===== config.mk =====
export PLATFORM = sky130hd
export DESIGN_NAME = http_response_stream_parser
export DESIGN_NICKNAME = d
export VERILOG_FILES = /design/src/sv/hrsp_pkg.sv /design/src/sv/http_response_stream_parser.sv
export SDC_FILE = /design/constraint.sdc
export NUM_CORES = 2
export LEC_CHECK = 0
export BUFFER_PORTS_ARGS = -buffer_cell sky130_fd_sc_hd__buf_2
export CAP_MARGIN = 10
export CORE_MARGIN = 2
export CORE_UTILIZATION = 63
export DETAILED_ROUTE_END_ITERATION = 16
export PLACE_DENSITY = 0.8
export SYNTH_ARGS = -nofsm -noshare
export SYNTH_HDL_FRONTEND = slang
export SYNTH_SLANG_ARGS = --single-unit

===== constraint.sdc =====
create_clock -name clock -period 8.76 [get_ports clock]
set_input_delay 1.314 -clock clock [delete_from_list [all_inputs] [get_ports clock]]
set_output_delay 1.314 -clock clock [all_outputs]
set_load 0.02 [all_outputs]

===== src/sv/hrsp_pkg.sv =====
// Package for the HTTP response stream parser: item types, codes and scan helpers.
package hrsp_pkg;

   localparam int unsigned MAX_LINE = 512;
   localparam int unsigned LINE_W   = $clog2(MAX_LINE + 2);
   localparam int unsigned FIFO_DEPTH = 4;
   localparam int unsigned PTR_W      = $clog2(FIFO_DEPTH);
   localparam int unsigned CNT_W      = $clog2(FIFO_DEPTH + 1);

   localparam logic [1:0] KIND_START = 2'd0;
   localparam logic [1:0] KIND_BYTE  = 2'd1;
   localparam logic [1:0] KIND_TICK  = 2'd2;
   localparam logic [1:0] KIND_CLOSE = 2'd3;

   localparam logic [3:0] PH_IDLE      = 4'd0;
   localparam logic [3:0] PH_STATUS    = 4'd1;
   localparam logic [3:0] PH_HEADER    = 4'd2;
   localparam logic [3:0] PH_CSIZE     = 4'd3;
   localparam logic [3:0] PH_CDATA     = 4'd4;
   localparam logic [3:0] PH_CEND      = 4'd5;
   localparam logic [3:0] PH_TRAILER   = 4'd6;
   localparam logic [3:0] PH_LBODY     = 4'd7;
   localparam logic [3:0] PH_CLOSEBODY = 4'd8;

   localparam logic [1:0] WHICH_NONE    = 2'd0;
   localparam logic [1:0] WHICH_LENGTH  = 2'd1;
   localparam logic [1:0] WHICH_ENCODE  = 2'd2;
   localparam logic [1:0] WHICH_RETRY   = 2'd3;

   localparam logic [1:0] NS_LEAD = 2'd0;
   localparam logic [1:0] NS_SIGN = 2'd1;
   localparam logic [1:0] NS_DIG  = 2'd2;
   localparam logic [1:0] NS_STOP = 2'd3;

   localparam logic [0:0] CSR_MAX_BODY = 1'd0;
   localparam logic [0:0] CSR_TIMEOUT  = 1'd1;

   localparam logic [7:0] CHAR_CR = 8'h0d;
   localparam logic [7:0] CHAR_LF = 8'h0a;

   localparam logic [8*14-1:0] NAME_LENGTH = "content-length";
   localparam logic [8*17-1:0] NAME_ENCODE = "transfer-encoding";
   localparam logic [8*11-1:0] NAME_RETRY  = "retry-after";
   localparam logic [8*7-1:0]  WORD_CHUNKED = "chunked";
   localparam logic [4:0] LEN_LENGTH = 5'd14;
   localparam logic [4:0] LEN_ENCODE = 5'd17;
   localparam logic [4:0] LEN_RETRY  = 5'd11;

   typedef struct packed {
      logic [1:0] kind;
      logic [7:0] data;
   } req_item_type;

   typedef struct packed {
      logic        result_kind;
      logic [7:0]  body_byte;
      logic        success;
      logic [9:0]  status_code;
      logic        has_length;
      logic [31:0] content_length;
      logic        is_chunked;
      logic        truncated;
      logic [31:0] retry_after_sec;
      logic        last;
   } rsp_item_type;

   typedef struct packed {
      logic [1:0]  st;
      logic        neg;
      logic        sat;
      logic        pfx;
      logic [31:0] val;
   } num_scan_type;

   function automatic logic is_ws(input logic [7:0] c);
      return (c == 8'h20) || (c >= 8'd9 && c <= 8'd13);
   endfunction

   // Returns {valid, digit}.
   function automatic logic [4:0] digit_of(input logic [7:0] c, input logic hex);
      logic [4:0] r;
      r = 5'd0;
      if (c >= "0" && c <= "9") begin
         r = {1'b1, 4'(c - 8'h30)};
      end else if (hex && c >= "a" && c <= "f") begin
         r = {1'b1, 4'(c - 8'h57)};
      end else if (hex && c >= "A" && c <= "F") begin
         r = {1'b1, 4'(c - 8'h37)};
      end
      return r;
   endfunction

   // One character into a decimal or hex number scan; saturates at the cap.
   function automatic num_scan_type ns_feed(input num_scan_type s, input logic [7:0] c,
                                            input logic hex);
      num_scan_type r;
      logic [4:0]  d;
      logic [35:0] acc;
      logic [35:0] cap;
      r   = s;
      d   = digit_of(c, hex);
      cap = hex ? 36'h07fffffff : 36'h0ffffffff;
      acc = hex ? ({4'd0, s.val} << 4) : (({4'd0, s.val} << 3) + ({4'd0, s.val} << 1));
      acc = acc + {32'd0, d[3:0]};
      if (s.st == NS_LEAD && is_ws(c)) begin
         r = s;
      end else if (s.st == NS_LEAD && (c == "+" || c == "-")) begin
         r.neg = (c == "-");
         r.st  = NS_SIGN;
      end else if (s.st == NS_LEAD || s.st == NS_SIGN) begin
         if (!d[4]) begin
            r.st = NS_STOP;
         end else begin
            r.st  = NS_DIG;
            r.val = {28'd0, d[3:0]};
            r.pfx = hex && (d[3:0] == 4'd0);
         end
      end else if (s.st == NS_DIG) begin
         r.pfx = 1'b0;
         if (s.pfx && (c == "x" || c == "X")) begin
            r.pfx = 1'b0;
         end else if (!d[4]) begin
            r.st = NS_STOP;
         end else if (acc > cap) begin
            r.val = cap[31:0];
            r.sat = 1'b1;
         end else begin
            r.val = acc[31:0];
         end
      end
      return r;
   endfunction

   function automatic logic [31:0] dec_value(input num_scan_type s);
      logic [31:0] r;
      if (s.sat) begin
         r = 32'hffffffff;
      end else if (s.neg) begin
         r = 32'd0 - s.val;
      end else begin
         r = s.val;
      end
      return r;
   endfunction

   // Character of a header name at a position; zero past its end.
   function automatic logic [7:0] name_char(input logic [1:0] k, input logic [4:0] pos);
      logic [7:0] r;
      r = 8'd0;
      unique case (k)
         2'd0: if (pos < LEN_LENGTH) r = NAME_LENGTH[8*(13 - int'(pos)) +: 8];
         2'd1: if (pos < LEN_ENCODE) r = NAME_ENCODE[8*(16 - int'(pos)) +: 8];
         2'd2: if (pos < LEN_RETRY)  r = NAME_RETRY[8*(10 - int'(pos)) +: 8];
         default: r = 8'd0;
      endcase
      return r;
   endfunction

   function automatic logic [4:0] name_len(input logic [1:0] k);
      logic [4:0] r;
      unique case (k)
         2'd0: r = LEN_LENGTH;
         2'd1: r = LEN_ENCODE;
         2'd2: r = LEN_RETRY;
         default: r = 5'd0;
      endcase
      return r;
   endfunction

endpackage


===== src/sv/http_response_stream_parser.sv =====
// Top level of the HTTP/1.1 response stream parser with chunked body framing.
// The parser takes one input item per clock: a start marker, one received byte, one time
// tick or a peer-closed marker. Each item is fully decoded in the cycle it is accepted,
// updating the parse state registers, and the one or two result items it causes (a body
// byte and/or a finished report) are written into a four-entry output queue. The input
// side is stalled only while that queue holds more than two items, so with a consumer that
// takes results promptly the block sustains one item per cycle; the queue depth sets how
// much output back-pressure is absorbed before the input stalls. Configuration registers
// (max_body at index 0, timeout_ticks at index 1) are always ready and should be written
// only while no response is in progress.
module http_response_stream_parser (
   input  logic                      clock,
   input  logic                      reset,
   input  logic                      req_valid,
   output logic                      req_stall,
   input  hrsp_pkg::req_item_type    req_data,
   output logic                      rsp_valid,
   input  logic                      rsp_stall,
   output hrsp_pkg::rsp_item_type    rsp_data,
   input  logic                      csr_valid,
   output logic                      csr_ready,
   input  logic [0:0]                csr_index,
   input  logic [31:0]               csr_wdata
);

   // Configuration.
   logic [15:0] max_body_ff;
   logic [31:0] timeout_ff;

   // Parse state.
   logic [3:0]                     phase_ff, phase_in;
   logic [hrsp_pkg::LINE_W-1:0]    line_len_ff, line_len_in;
   logic                           st_space_ff, st_space_in;
   logic [1:0]                     st_count_ff, st_count_in;
   hrsp_pkg::num_scan_type         st_num_ff, st_num_in;
   logic [9:0]                     code_ff, code_in;
   logic [2:0]                     alive_ff, alive_in;
   logic [4:0]                     pos_ff, pos_in;
   logic [1:0]                     which_ff, which_in;
   logic                           in_value_ff, in_value_in;
   hrsp_pkg::num_scan_type         val_num_ff, val_num_in;
   logic [2:0]                     cpos_ff, cpos_in;
   logic                           any_ff, any_in;
   logic [31:0]                    length_ff, length_in;
   logic [31:0]                    retry_ff, retry_in;
   logic [31:0]                    remain_ff, remain_in;
   logic [15:0]                    kept_ff, kept_in;
   logic [31:0]                    elapsed_ff, elapsed_in;
   logic                           fl_len_ff, fl_len_in;
   logic                           fl_chunk_ff, fl_chunk_in;
   logic                           fl_trunc_ff, fl_trunc_in;

   // Output queue.
   hrsp_pkg::rsp_item_type         queue_ff [hrsp_pkg::FIFO_DEPTH];
   logic [hrsp_pkg::PTR_W-1:0]     wr_ptr_ff, wr_ptr_in;
   logic [hrsp_pkg::PTR_W-1:0]     rd_ptr_ff, rd_ptr_in;
   logic [hrsp_pkg::CNT_W-1:0]     count_ff, count_in;

   logic                           req_take;
   logic                           rsp_take;
   logic                           emit_body;
   logic                           emit_fin;
   logic                           fin_ok;
   hrsp_pkg::rsp_item_type         body_item;
   hrsp_pkg::rsp_item_type         fin_item;
   logic [7:0]                     ch;
   logic [7:0]                     lc;
   logic [hrsp_pkg::LINE_W-1:0]    len_next;

   assign req_take  = req_valid && !req_stall;
   assign rsp_take  = rsp_valid && !rsp_stall;
   assign req_stall = count_ff > hrsp_pkg::CNT_W'(hrsp_pkg::FIFO_DEPTH - 2);
   assign rsp_valid = count_ff != '0;
   assign rsp_data  = queue_ff[rd_ptr_ff];
   assign csr_ready = 1'b1;
   assign ch        = req_data.data;
   assign lc        = (ch >= "A" && ch <= "Z") ? (ch + 8'd32) : ch;
   assign len_next  = line_len_ff + 1'b1;

   // Configuration writes.
   always_ff @(posedge clock) begin
      if (reset) begin
         max_body_ff <= 16'd2048;
         timeout_ff  <= 32'd10000;
      end else if (csr_valid && csr_ready) begin
         unique case (csr_index)
            hrsp_pkg::CSR_MAX_BODY: max_body_ff <= csr_wdata[15:0];
            hrsp_pkg::CSR_TIMEOUT:  timeout_ff  <= csr_wdata;
            default: ;
         endcase
      end
   end

   // Single-pass decode of the accepted item. Clearing a line is done whenever a line ends;
   // after a finish the stale line state is harmless since a start clears everything.
   always_comb begin
      phase_in    = phase_ff;
      line_len_in = line_len_ff;
      st_space_in = st_space_ff;
      st_count_in = st_count_ff;
      st_num_in   = st_num_ff;
      code_in     = code_ff;
      alive_in    = alive_ff;
      pos_in      = pos_ff;
      which_in    = which_ff;
      in_value_in = in_value_ff;
      val_num_in  = val_num_ff;
      cpos_in     = cpos_ff;
      any_in      = any_ff;
      length_in   = length_ff;
      retry_in    = retry_ff;
      remain_in   = remain_ff;
      kept_in     = kept_ff;
      elapsed_in  = elapsed_ff;
      fl_len_in   = fl_len_ff;
      fl_chunk_in = fl_chunk_ff;
      fl_trunc_in = fl_trunc_ff;
      emit_body   = 1'b0;
      emit_fin    = 1'b0;
      fin_ok      = 1'b0;

      if (req_take) begin
         if (req_data.kind == hrsp_pkg::KIND_START) begin
            phase_in    = hrsp_pkg::PH_STATUS;
            line_len_in = '0;
            st_space_in = 1'b0;
            st_count_in = 2'd0;
            st_num_in   = '0;
            code_in     = 10'd0;
            alive_in    = 3'b111;
            pos_in      = 5'd0;
            which_in    = hrsp_pkg::WHICH_NONE;
            in_value_in = 1'b0;
            val_num_in  = '0;
            cpos_in     = 3'd0;
            any_in      = 1'b0;
            length_in   = 32'd0;
            retry_in    = 32'd0;
            remain_in   = 32'd0;
            kept_in     = 16'd0;
            elapsed_in  = 32'd0;
            fl_len_in   = 1'b0;
            fl_chunk_in = 1'b0;
            fl_trunc_in = 1'b0;
         end else if (phase_ff != hrsp_pkg::PH_IDLE) begin
            unique case (req_data.kind)
               hrsp_pkg::KIND_BYTE: begin
                  if (phase_ff == hrsp_pkg::PH_CDATA || phase_ff == hrsp_pkg::PH_LBODY ||
                      phase_ff == hrsp_pkg::PH_CLOSEBODY) begin
                     if (kept_ff < max_body_ff) begin
                        emit_body = 1'b1;
                        kept_in   = kept_ff + 16'd1;
                     end else begin
                        fl_trunc_in = 1'b1;
                     end
                     if (phase_ff != hrsp_pkg::PH_CLOSEBODY) begin
                        remain_in = remain_ff - 32'd1;
                        if (remain_in == 32'd0) begin
                           if (phase_ff == hrsp_pkg::PH_CDATA) begin
                              phase_in    = hrsp_pkg::PH_CEND;
                              line_len_in = '0;
                              alive_in    = 3'b111;
                              pos_in      = 5'd0;
                              which_in    = hrsp_pkg::WHICH_NONE;
                              in_value_in = 1'b0;
                              val_num_in  = '0;
                              cpos_in     = 3'd0;
                              any_in      = 1'b0;
                           end else begin
                              emit_fin = 1'b1;
                              fin_ok   = 1'b1;
                           end
                        end
                     end
                  end else if (ch == hrsp_pkg::CHAR_CR) begin
                     line_len_in = line_len_ff;
                  end else if (ch == hrsp_pkg::CHAR_LF) begin
                     // End of a line: act on it, then clear the per-line scan state.
                     line_len_in = '0;
                     alive_in    = 3'b111;
                     pos_in      = 5'd0;
                     which_in    = hrsp_pkg::WHICH_NONE;
                     in_value_in = 1'b0;
                     val_num_in  = '0;
                     cpos_in     = 3'd0;
                     any_in      = 1'b0;
                     unique case (phase_ff)
                        hrsp_pkg::PH_STATUS: begin
                           if (!st_space_ff || st_count_ff < 2'd3) begin
                              emit_fin = 1'b1;
                           end else begin
                              if (st_num_ff.neg) begin
                                 code_in = 10'd0;
                              end else if (st_num_ff.val > 32'd999) begin
                                 code_in = 10'd999;
                              end else begin
                                 code_in = st_num_ff.val[9:0];
                              end
                              phase_in = hrsp_pkg::PH_HEADER;
                           end
                        end
                        hrsp_pkg::PH_HEADER: begin
                           if (line_len_ff == '0) begin
                              if (fl_len_ff && length_ff == 32'd0) begin
                                 emit_fin = 1'b1;
                                 fin_ok   = 1'b1;
                              end else if (fl_chunk_ff) begin
                                 phase_in = hrsp_pkg::PH_CSIZE;
                              end else if (fl_len_ff) begin
                                 remain_in = length_ff;
                                 phase_in  = hrsp_pkg::PH_LBODY;
                              end else begin
                                 phase_in = hrsp_pkg::PH_CLOSEBODY;
                              end
                           end else if (in_value_ff) begin
                              if (which_ff == hrsp_pkg::WHICH_LENGTH) begin
                                 fl_len_in = 1'b1;
                                 length_in = hrsp_pkg::dec_value(val_num_ff);
                              end else if (which_ff == hrsp_pkg::WHICH_ENCODE) begin
                                 if (cpos_ff == 3'd7) fl_chunk_in = 1'b1;
                              end else if (which_ff == hrsp_pkg::WHICH_RETRY) begin
                                 retry_in = hrsp_pkg::dec_value(val_num_ff);
                              end
                           end
                        end
                        hrsp_pkg::PH_CSIZE: begin
                           if (any_ff) begin
                              if (val_num_ff.neg && (val_num_ff.val != 32'd0 ||
                                                     val_num_ff.sat)) begin
                                 emit_fin = 1'b1;
                              end else if (val_num_ff.val == 32'd0) begin
                                 phase_in = hrsp_pkg::PH_TRAILER;
                              end else begin
                                 remain_in = val_num_ff.val;
                                 phase_in  = hrsp_pkg::PH_CDATA;
                              end
                           end
                        end
                        hrsp_pkg::PH_CEND: phase_in = hrsp_pkg::PH_CSIZE;
                        hrsp_pkg::PH_TRAILER: begin
                           if (line_len_ff == '0) begin
                              emit_fin = 1'b1;
                              fin_ok   = 1'b1;
                           end
                        end
                        default: ;
                     endcase
                  end else begin
                     line_len_in = len_next;
                     if (len_next > hrsp_pkg::LINE_W'(hrsp_pkg::MAX_LINE)) begin
                        emit_fin = 1'b1;
                        fin_ok   = phase_ff == hrsp_pkg::PH_TRAILER;
                     end else if (phase_ff == hrsp_pkg::PH_STATUS) begin
                        if (!st_space_ff) begin
                           if (ch == 8'h20) begin
                              st_space_in = 1'b1;
                              st_count_in = 2'd0;
                           end
                        end else if (st_count_ff < 2'd3) begin
                           st_num_in   = hrsp_pkg::ns_feed(st_num_ff, ch, 1'b0);
                           st_count_in = st_count_ff + 2'd1;
                        end
                     end else if (phase_ff == hrsp_pkg::PH_HEADER) begin
                        if (!in_value_ff) begin
                           if (ch == ":") begin
                              in_value_in = 1'b1;
                              which_in    = hrsp_pkg::WHICH_NONE;
                              for (int k = 0; k < 3; k++) begin
                                 if (alive_ff[k] && pos_ff == hrsp_pkg::name_len(2'(k))) begin
                                    which_in = 2'(k + 1);
                                 end
                              end
                           end else begin
                              for (int k = 0; k < 3; k++) begin
                                 if (pos_ff >= hrsp_pkg::name_len(2'(k)) ||
                                     hrsp_pkg::name_char(2'(k), pos_ff) != lc) begin
                                    alive_in[k] = 1'b0;
                                 end
                              end
                              if (pos_ff != 5'd31) pos_in = pos_ff + 5'd1;
                           end
                        end else if (which_ff == hrsp_pkg::WHICH_LENGTH ||
                                     which_ff == hrsp_pkg::WHICH_RETRY) begin
                           val_num_in = hrsp_pkg::ns_feed(val_num_ff, ch, 1'b0);
                        end else if (which_ff == hrsp_pkg::WHICH_ENCODE && cpos_ff < 3'd7) begin
                           if (ch == hrsp_pkg::WORD_CHUNKED[8*(6 - int'(cpos_ff)) +: 8]) begin
                              cpos_in = cpos_ff + 3'd1;
                           end else begin
                              cpos_in = (ch == "c") ? 3'd1 : 3'd0;
                           end
                        end
                     end else if (phase_ff == hrsp_pkg::PH_CSIZE) begin
                        if (!hrsp_pkg::is_ws(ch)) any_in = 1'b1;
                        val_num_in = hrsp_pkg::ns_feed(val_num_ff, ch, 1'b1);
                     end
                  end
               end
               hrsp_pkg::KIND_TICK: begin
                  if (elapsed_ff != 32'hffffffff) elapsed_in = elapsed_ff + 32'd1;
                  if (elapsed_in >= timeout_ff) begin
                     emit_fin = 1'b1;
                     fin_ok   = phase_ff == hrsp_pkg::PH_TRAILER;
                  end
               end
               hrsp_pkg::KIND_CLOSE: begin
                  emit_fin = 1'b1;
                  fin_ok   = (phase_ff == hrsp_pkg::PH_CLOSEBODY) ||
                             (phase_ff == hrsp_pkg::PH_TRAILER) ||
                             (phase_ff == hrsp_pkg::PH_CSIZE && line_len_ff != '0 && any_ff &&
                              val_num_ff.val == 32'd0);
               end
               default: ;
            endcase
         end
      end
      if (emit_fin) phase_in = hrsp_pkg::PH_IDLE;
   end

   // Result items. The report carries the state as it stands after this item.
   always_comb begin
      body_item             = '0;
      body_item.result_kind = 1'b0;
      body_item.body_byte   = ch;
      body_item.last        = !emit_fin;

      fin_item                 = '0;
      fin_item.result_kind     = 1'b1;
      fin_item.success         = fin_ok;
      fin_item.status_code     = code_in;
      fin_item.has_length      = fl_len_in;
      fin_item.content_length  = length_in;
      fin_item.is_chunked      = fl_chunk_in;
      fin_item.truncated       = fl_trunc_in;
      fin_item.retry_after_sec = retry_in;
      fin_item.last            = 1'b1;
   end

   // Queue pointers.
   always_comb begin
      wr_ptr_in = wr_ptr_ff + hrsp_pkg::PTR_W'(emit_body) + hrsp_pkg::PTR_W'(emit_fin);
      rd_ptr_in = rd_ptr_ff + hrsp_pkg::PTR_W'(rsp_take);
      count_in  = count_ff + hrsp_pkg::CNT_W'(emit_body) + hrsp_pkg::CNT_W'(emit_fin) -
                  hrsp_pkg::CNT_W'(rsp_take);
   end

   always_ff @(posedge clock) begin
      if (emit_body) begin
         queue_ff[wr_ptr_ff] <= body_item;
      end
      if (emit_fin) begin
         queue_ff[wr_ptr_ff + hrsp_pkg::PTR_W'(emit_body)] <= fin_item;
      end
   end

   always_ff @(posedge clock) begin
      if (reset) begin
         phase_ff    <= hrsp_pkg::PH_IDLE;
         line_len_ff <= '0;
         st_space_ff <= 1'b0;
         st_count_ff <= 2'd0;
         st_num_ff   <= '0;
         code_ff     <= 10'd0;
         alive_ff    <= 3'b111;
         pos_ff      <= 5'd0;
         which_ff    <= hrsp_pkg::WHICH_NONE;
         in_value_ff <= 1'b0;
         val_num_ff  <= '0;
         cpos_ff     <= 3'd0;
         any_ff      <= 1'b0;
         length_ff   <= 32'd0;
         retry_ff    <= 32'd0;
         remain_ff   <= 32'd0;
         kept_ff     <= 16'd0;
         elapsed_ff  <= 32'd0;
         fl_len_ff   <= 1'b0;
         fl_chunk_ff <= 1'b0;
         fl_trunc_ff <= 1'b0;
         wr_ptr_ff   <= '0;
         rd_ptr_ff   <= '0;
         count_ff    <= '0;
      end else begin
         phase_ff    <= phase_in;
         line_len_ff <= line_len_in;
         st_space_ff <= st_space_in;
         st_count_ff <= st_count_in;
         st_num_ff   <= st_num_in;
         code_ff     <= code_in;
         alive_ff    <= alive_in;
         pos_ff      <= pos_in;
         which_ff    <= which_in;
         in_value_ff <= in_value_in;
         val_num_ff  <= val_num_in;
         cpos_ff     <= cpos_in;
         any_ff      <= any_in;
         length_ff   <= length_in;
         retry_ff    <= retry_in;
         remain_ff   <= remain_in;
         kept_ff     <= kept_in;
         elapsed_ff  <= elapsed_in;
         fl_len_ff   <= fl_len_in;
         fl_chunk_ff <= fl_chunk_in;
         fl_trunc_ff <= fl_trunc_in;
         wr_ptr_ff   <= wr_ptr_in;
         rd_ptr_ff   <= rd_ptr_in;
         count_ff    <= count_in;
      end
   end

   // The queue never holds more items than it has entries.
   assert property (@(posedge clock) disable iff (reset)
      count_ff <= hrsp_pkg::CNT_W'(hrsp_pkg::FIFO_DEPTH))
      else $error("output queue overfilled");

   // A finished report is always the last result of its input item.
   assert property (@(posedge clock) disable iff (reset)
      rsp_valid && rsp_data.result_kind |-> rsp_data.last)
      else $error("finished report without last");

   // Once a response finishes, the parser goes idle.
   assert property (@(posedge clock) disable iff (reset)
      emit_fin |=> phase_ff == hrsp_pkg::PH_IDLE)
      else $error("parser not idle after finish");

   // Body bytes are never passed on beyond the configured limit.
   assert property (@(posedge clock) disable iff (reset)
      emit_body |-> kept_ff < max_body_ff)
      else $error("body byte passed beyond max_body");

endmodule

Word level (Yosys, flattened, before mapping):

Memory sizes are Yosys's and may differ from the RTL's. A register that Yosys moved wholly into a read port is not among the register bits.
Index checks and enable logic that the tools add are counted.

* flip-flop bits (word level): 317
* output and inout port bits: 91
* memories: 1
* latch bits: 0
* bits in writable memories: 352
* memory bits (read-only): 0

Memory list
* queue_ff: words 4, bits a word 88, rd ports 1, clocked after Yosys merged registers in 1, wr ports 2, line http_response_stream_parser.sv:54 `hrsp_pkg::rsp_item_type queue_ff [hrsp_pkg::FIFO_DEPTH];`

* div/mod/pow operators: 0
* bitwise gates (word level): 1
* equality and inequality tests: 90
* multiplexer cells: 505
* reductions and logical operators: 113
* shift operators: 4
* order comparisons: 25
* add/subtract/negate cells: 27
* multipliers: 0

Operators by type and width (count)
* $mux 32: 57
* $mux 37: 28
* $mux 5: 125
* $mux 8: 40
* $mux 34: 6
* $mux 10: 20
* $mux 33: 6
* $shiftx 136x9->8 const A: 1
* $mux 1: 122
* $shiftx 112x9->8 const A: 1
* $add 36x4->36: 3
* $logic_not 32->1: 3
* $mux 3: 30
* $mux 2: 44
* $shiftx 88x9->8 const A: 1
* $mux 16: 5
* $add 35x33->36: 2
* $gt 36x32->1 const B: 2
* $reduce_and 14->1: 5
* $reduce_and 13->1: 5
* $mux 4: 16
* $ne 4x4->1 const B: 16
* $pmux 32 s2: 1
* $shiftx 56x7->8 const A: 1
* other kinds (94): 225

Logic depth before layout (Yosys ltp):

* depth in word-level cells: 35
* mapped depth: 22
* gate-level depth less buffers: 20

Least setup slack after synthesis:

No wires, ideal clock.

* path kind: input to register
* start point: input port req_data[0] (netlist bit)
* end point: register val_num_ff[13] (netlist bit)
* setup slack: 2480 ps
* data arrival time: 6162 ps
* data required time: 8643 ps
* stages on the path: 20
* path through: clkbuf_1 clkinv_1 ha_1 o21bai_1 a21oi_1 o211a_1 clkbuf_1 and2_1 fa_1 ha_1 a211o_1 a211oi_1 nor2_1 a311oi_1 a22oi_1 or2_1 a2111oi_4 clkbuf_1 o21ai_0 a32o_1

* word-level cells in the longest chain between the ends: 35

RTL lines
* from (decl): line http_response_stream_parser.sv:16 `input hrsp_pkg::req_item_type req_data,`
* $ge 8x7->1 (tied with other cells): line hrsp_pkg.sv:87 `end else if (hex && c >= "A" && c <= "F") begin`
* $logic_and 1x1->1 (on tied branches): line hrsp_pkg.sv:87, hrsp_pkg.sv:83
* $mux 5 (on tied branches): line hrsp_pkg.sv:87, hrsp_pkg.sv:83
* $mux 5 (on tied branches): line hrsp_pkg.sv:85, http_response_stream_parser.sv:282
* $mux 5 (on tied branches): line hrsp_pkg.sv:83, http_response_stream_parser.sv:264
* $mux 5 (on tied branches): line http_response_stream_parser.sv:292, http_response_stream_parser.sv:263
* $mux 5 (on tied branches): line http_response_stream_parser.sv:263, http_response_stream_parser.sv:253
* $mux 5 (on tied branches): line http_response_stream_parser.sv:253, http_response_stream_parser.sv:250
* (+19 left out)
* $mux 37: line http_response_stream_parser.sv:253 `end else if (phase_ff == hrsp_pkg::PH_STATUS) begin`
* $mux 37: line http_response_stream_parser.sv:250 `if (len_next > hrsp_pkg::LINE_W'(hrsp_pkg::MAX_LINE)) begin`
* $mux 37: line http_response_stream_parser.sv:177 `end else if (ch == hrsp_pkg::CHAR_LF) begin`
* $mux 37: line http_response_stream_parser.sv:175 `end else if (ch == hrsp_pkg::CHAR_CR) begin`
* $mux 37: line http_response_stream_parser.sv:148 `if (phase_ff == hrsp_pkg::PH_CDATA || phase_ff == hrsp_pkg::PH_LBODY ||`
* $mux 37: line http_response_stream_parser.sv:146 `unique case (req_data.kind)`
* $mux 37: line http_response_stream_parser.sv:145 `end else if (phase_ff != hrsp_pkg::PH_IDLE) begin`
* $mux 37: line http_response_stream_parser.sv:123 `if (req_data.kind == hrsp_pkg::KIND_START) begin`
* to (signal assigned): line http_response_stream_parser.sv:392 `val_num_ff <= val_num_in;`
* to (decl): line http_response_stream_parser.sv:41 `hrsp_pkg::num_scan_type val_num_ff, val_num_in;`

Parallel ways exist; a longest one is shown, timed or not. The select of a mux whose other input is x is not followed.
A chain may end at the register's enable or synchronous reset.

==> results by group <==
Outcome
  • Status: complete, no violations

Setup path
  • Crit. End Element: flop
  • Crit path top cell by count: and3_1
  • Worst R2R End: queue_ff[0][36]$_DFFE_PP_
  • Crit path arrival time: 7.44 ns
  • Worst Path Class, Setup: reg2reg
  • Type of origin of the critical path: flop
  • Reg2reg start: elapsed_ff[19]$_SDFFE_PP0P_
  • Crit-path cells: and3_1 > and3_1 > and4_1 > nor4_2 > nand4_1 > or2_2 > xnor2_1 > ha_1 > and3_1 > nand4_1 > nand3b_1 > o221a_2 > o22ai_1 > a21oi_1 > o22ai_2 > nand2_4 > nand2_4 > buf_4
  • Max Fanout on Critical Path: 54
  • FF-to-FF path depth: 18
  • Largest stage delay on the critical path: 0.77 ns
  • Data required, critical path: 9.05 ns
  • CP Launch Point: elapsed_ff[19]$_SDFFE_PP0P_
  • Reg2reg setup slack: 1.61 ns
  • Crit path to: queue_ff[0][36]$_DFFE_PP_
  • Critical-path top delay cell: nand2_4

Place
  • Routability cong.: 0.988
  • Dpl cell area: 39400 um2
  • HPWL Detailed: 71800 um
  • Placed cells: 4900
  • PortBufs: 137

Routing
  • Vias/cell: 6.47
  • DR vias: 32500
  • Initial DRC Count: 3337
  • Wire per inst: 21.1 um
  • Post-DRT Antenna Nets: 0
  • Pre-antenna DRT Iters: 6
  • # DRC: 0
  • Total wire length: 106000 um

CTS
  • Post-CTS setup buffer count: 0
  • Clock Latency Late Sink: 0.63 ns
  • H-tree Lvls: 3
  • Worst-path clk slew: 0.06 ns
  • CTS Buffer Depth: 3
  • CTS sink cnt: 668
  • Post_cts resized: 0
  • CTS tree: built
  • Root buffer cell: clkbuf_16
  • Num CTS Buffers: 71
  • CTS Hold Bufs: 0

Global route
  • Global route hottest layer: met2
  • GR Util met2: 53.7%
  • Total track usage: 33.3%
  • Vias in the first global route: 31000
  • Met1 usage: 45.6%
  • GRT overflow: 0
  • Met3 usage: 6.03%
  • First-pass GRT wire length: 169000 um
  • Initial antenna violation count: 2
  • Largest net degree at the start of global routing: 91

Timing
  • Fin. Hold Viols: 0
  • Post-layout min period: 7.15 ns
  • Final setup violation count: 0
  • WHS: 0.442 ns
  • Fin Clk Skew: 0.0225 ns
  • Measured slew at the worst slew-check pin: 1.18 ns
  • Setup TNS: 0 ns
  • Relative slew slack: 21.2%
  • Fin crit share: 81.6%
  • RSZ-0062 raised after global routing: false
  • Slew Limit Fails: 0
  • Fmax: 140 MHz

Logic synthesis
  • Synth top area share: 24.4%
  • Synth Flop Type: dfxtp_1
  • Synth Net Count: 4472
  • Post-synth EDFFs: 312
  • Synth Cell Area: 38400 um2
  • Top cell type by total area after synthesis: edfxtp_1
  • Yosys warns: 0
  • Distinct cells, synth: 108
  • Fraction of registers with async set/reset: 0%
  • Seq cells post-synth: 668
  • Mean Syn Cell Area: 9.11 um2
  • Synthesized instance count: 4216
  • Sequential area share after synthesis: 42.9%
  • Synth area leaders: edfxtp_1, dfxtp_1, ha_1

Floorplanning
  • Rows: 90
  • Die height: 251 um
  • Core ar.: 60400 um2
  • Starting Density: 63.7%
  • I/O pin count: 139
  • Die X: 251 um
  • Full die area: 63000 um2

Final layout
  • Utilization after layout: 69.4%
  • Most frequent cells in the layout: nor2_1, nand2_1, dfxtp_1, edfxtp_1, a21oi_1
  • Non-Filler Instances: 5029
  • Area Growth Syn to Fin: 8.99%
  • Most common cell after layout, fill and taps aside: nor2_1
  • Layout cell share with drive strength beyond 1: 10.5%
  • Design Area, Final: 41900 um2
  • Fill count: 4561
  • NumNets Final: 4447

Power
  • Seq pwr share: 44.3%
  • Pwr/cell area: 185 nW/um2
  • Sw Pwr: 2.11 mW
  • Peak supply drop: 0.134 mV
  • Internal Power: 5.64 mW
  • Switching Fraction: 27.2%
  • Clock power frac: 40.8%
  • Comb pwr share: 15.0%
  • LEAKAGE: 15.9 nW

Flow run
  • Max-Cap Viols: 0

Worst hold path
  • Hold Crit Class: reg2reg
-- layer usage --
metal / up-vias / wire length (um)
li1: 15200 / -
met4: 2 / 3390
met1: 15500 / 43800
met3: 242 / 9920
met2: 1638 / 48900
met5: - / 13
-- area by class of cell --
class	instances	area, um2	share of cell area [%]
Clock inverter	27	404	0.965
Antenna cell	1	2.50	0.00598
Multi-Input combinational cell	3160	20500	48.9
Tap cell	782	978	2.34
Timing Repair Buffer	178	1010	2.42
Clock buffer	101	2060	4.93
Inverter	112	420	1.00
Sequential cell	668	16500	39.4
-- worst min-delay path by stage --
stage                                       startpoint                            to  cells past startpoint
after detailed placement  queue_ff[0][87]$_SDFFE_PP1P_  queue_ff[0][87]$_SDFFE_PP1P_                      2
after floorplan           queue_ff[2][87]$_SDFFE_PP1P_  queue_ff[2][87]$_SDFFE_PP1P_                      2
after global placement    queue_ff[2][87]$_SDFFE_PP1P_  queue_ff[2][87]$_SDFFE_PP1P_                      2
after CTS                 queue_ff[0][87]$_SDFFE_PP1P_  queue_ff[0][87]$_SDFFE_PP1P_                      2
final                     queue_ff[2][87]$_SDFFE_PP1P_  queue_ff[2][87]$_SDFFE_PP1P_                      2
after global routing      queue_ff[0][81]$_SDFFE_PP0P_  queue_ff[0][81]$_SDFFE_PP0P_                      2
-- per-stage QoR --
step                      total power [mW]  setup slack, ns
final                                 7.75             1.61
after global routing                  7.97             1.16
after CTS                             7.77             1.70
after detailed placement              4.65             1.62
after global placement                4.64             1.80
after floorplan                       4.28             2.48
-- synth_stat cells (12+ instances only) --
library cell  instances
nor2_1              654
nand2b_1             53
a32o_1               29
nand4_1              76
buf_2                36
o211ai_1             58
o21ai_1              16
a22oi_1              23
or2_2                12
o2111ai_1            20
or3_1                27
clkbuf_1            202
nand3_1             100
nor3b_1              16
a21boi_0             13
or4_1                12
nor4b_1              13
a211oi_1             16
mux4_2               88
and2_1               27
ha_1                202
a21boi_1             18
a31oi_1              29
nor4_1               37
o21a_1               14
o21ai_0             169
and3_1               32
nor3_1              103
edfxtp_1            312
xor2_1               65
nor2b_1              25
a21o_1               45
mux2i_1              23
nand2_1             526
dfxtp_1             356
xnor2_1             115
a21oi_1             282
o21bai_1             16
buf_1                27
inv_1               108
o31ai_1              19
and4_1               12
-- flip-flops by register name (all words and copies together) (netlist names), 3 cells and up --
signal	cells
alive_ff	3
code_ff	10
count_ff	3
cpos_ff	3
elapsed_ff	32
kept_ff	16
length_ff	32
line_len_ff	10
max_body_ff	16
phase_ff	4
pos_ff	5
queue_ff	352
remain_ff	32
retry_ff	32
st_num_ff	35
timeout_ff	32
val_num_ff	37
-- power by group through the flow --
stage | Combinational [mW] | Sequential (mW) | Clock, mW
4_1_cts | 1.16 | 3.43 | 3.18
3_5_place_dp | 1.15 | 3.50 | 0
2_1_floorplan | 0.864 | 3.41 | 0
6_report | 1.16 | 3.43 | 3.16
5_1_grt | 1.23 | 3.45 | 3.30
3_3_place_gp | 1.14 | 3.49 | 0
-- critical path, delay by kind of cell (launching register included) --
kind                     cells  cell delay [ns]
adder cells (fa/ha/maj)      1             0.29
XOR/XNOR                     1             0.14
flip-flops                   1             0.37
AND/OR/NAND/NOR             11             4.01
AO/OA/AOI/OAI                4             1.36
buffers and inverters        1             0.48
-- kinds of logic after synthesis --
group	after synthesis	share of synthesized area [%]
other	1	0.00976
buffers and inverters	388	4.03
AOI/OAI and AO/OA	886	15.0
xor gates and xnor gates	180	4.10
and+or+nand+nor	1769	21.1
muxes	115	5.87
adders and majority gates	209	6.92
DFF	668	42.9
No activity file was read; power rests on OpenSTA's default activity.
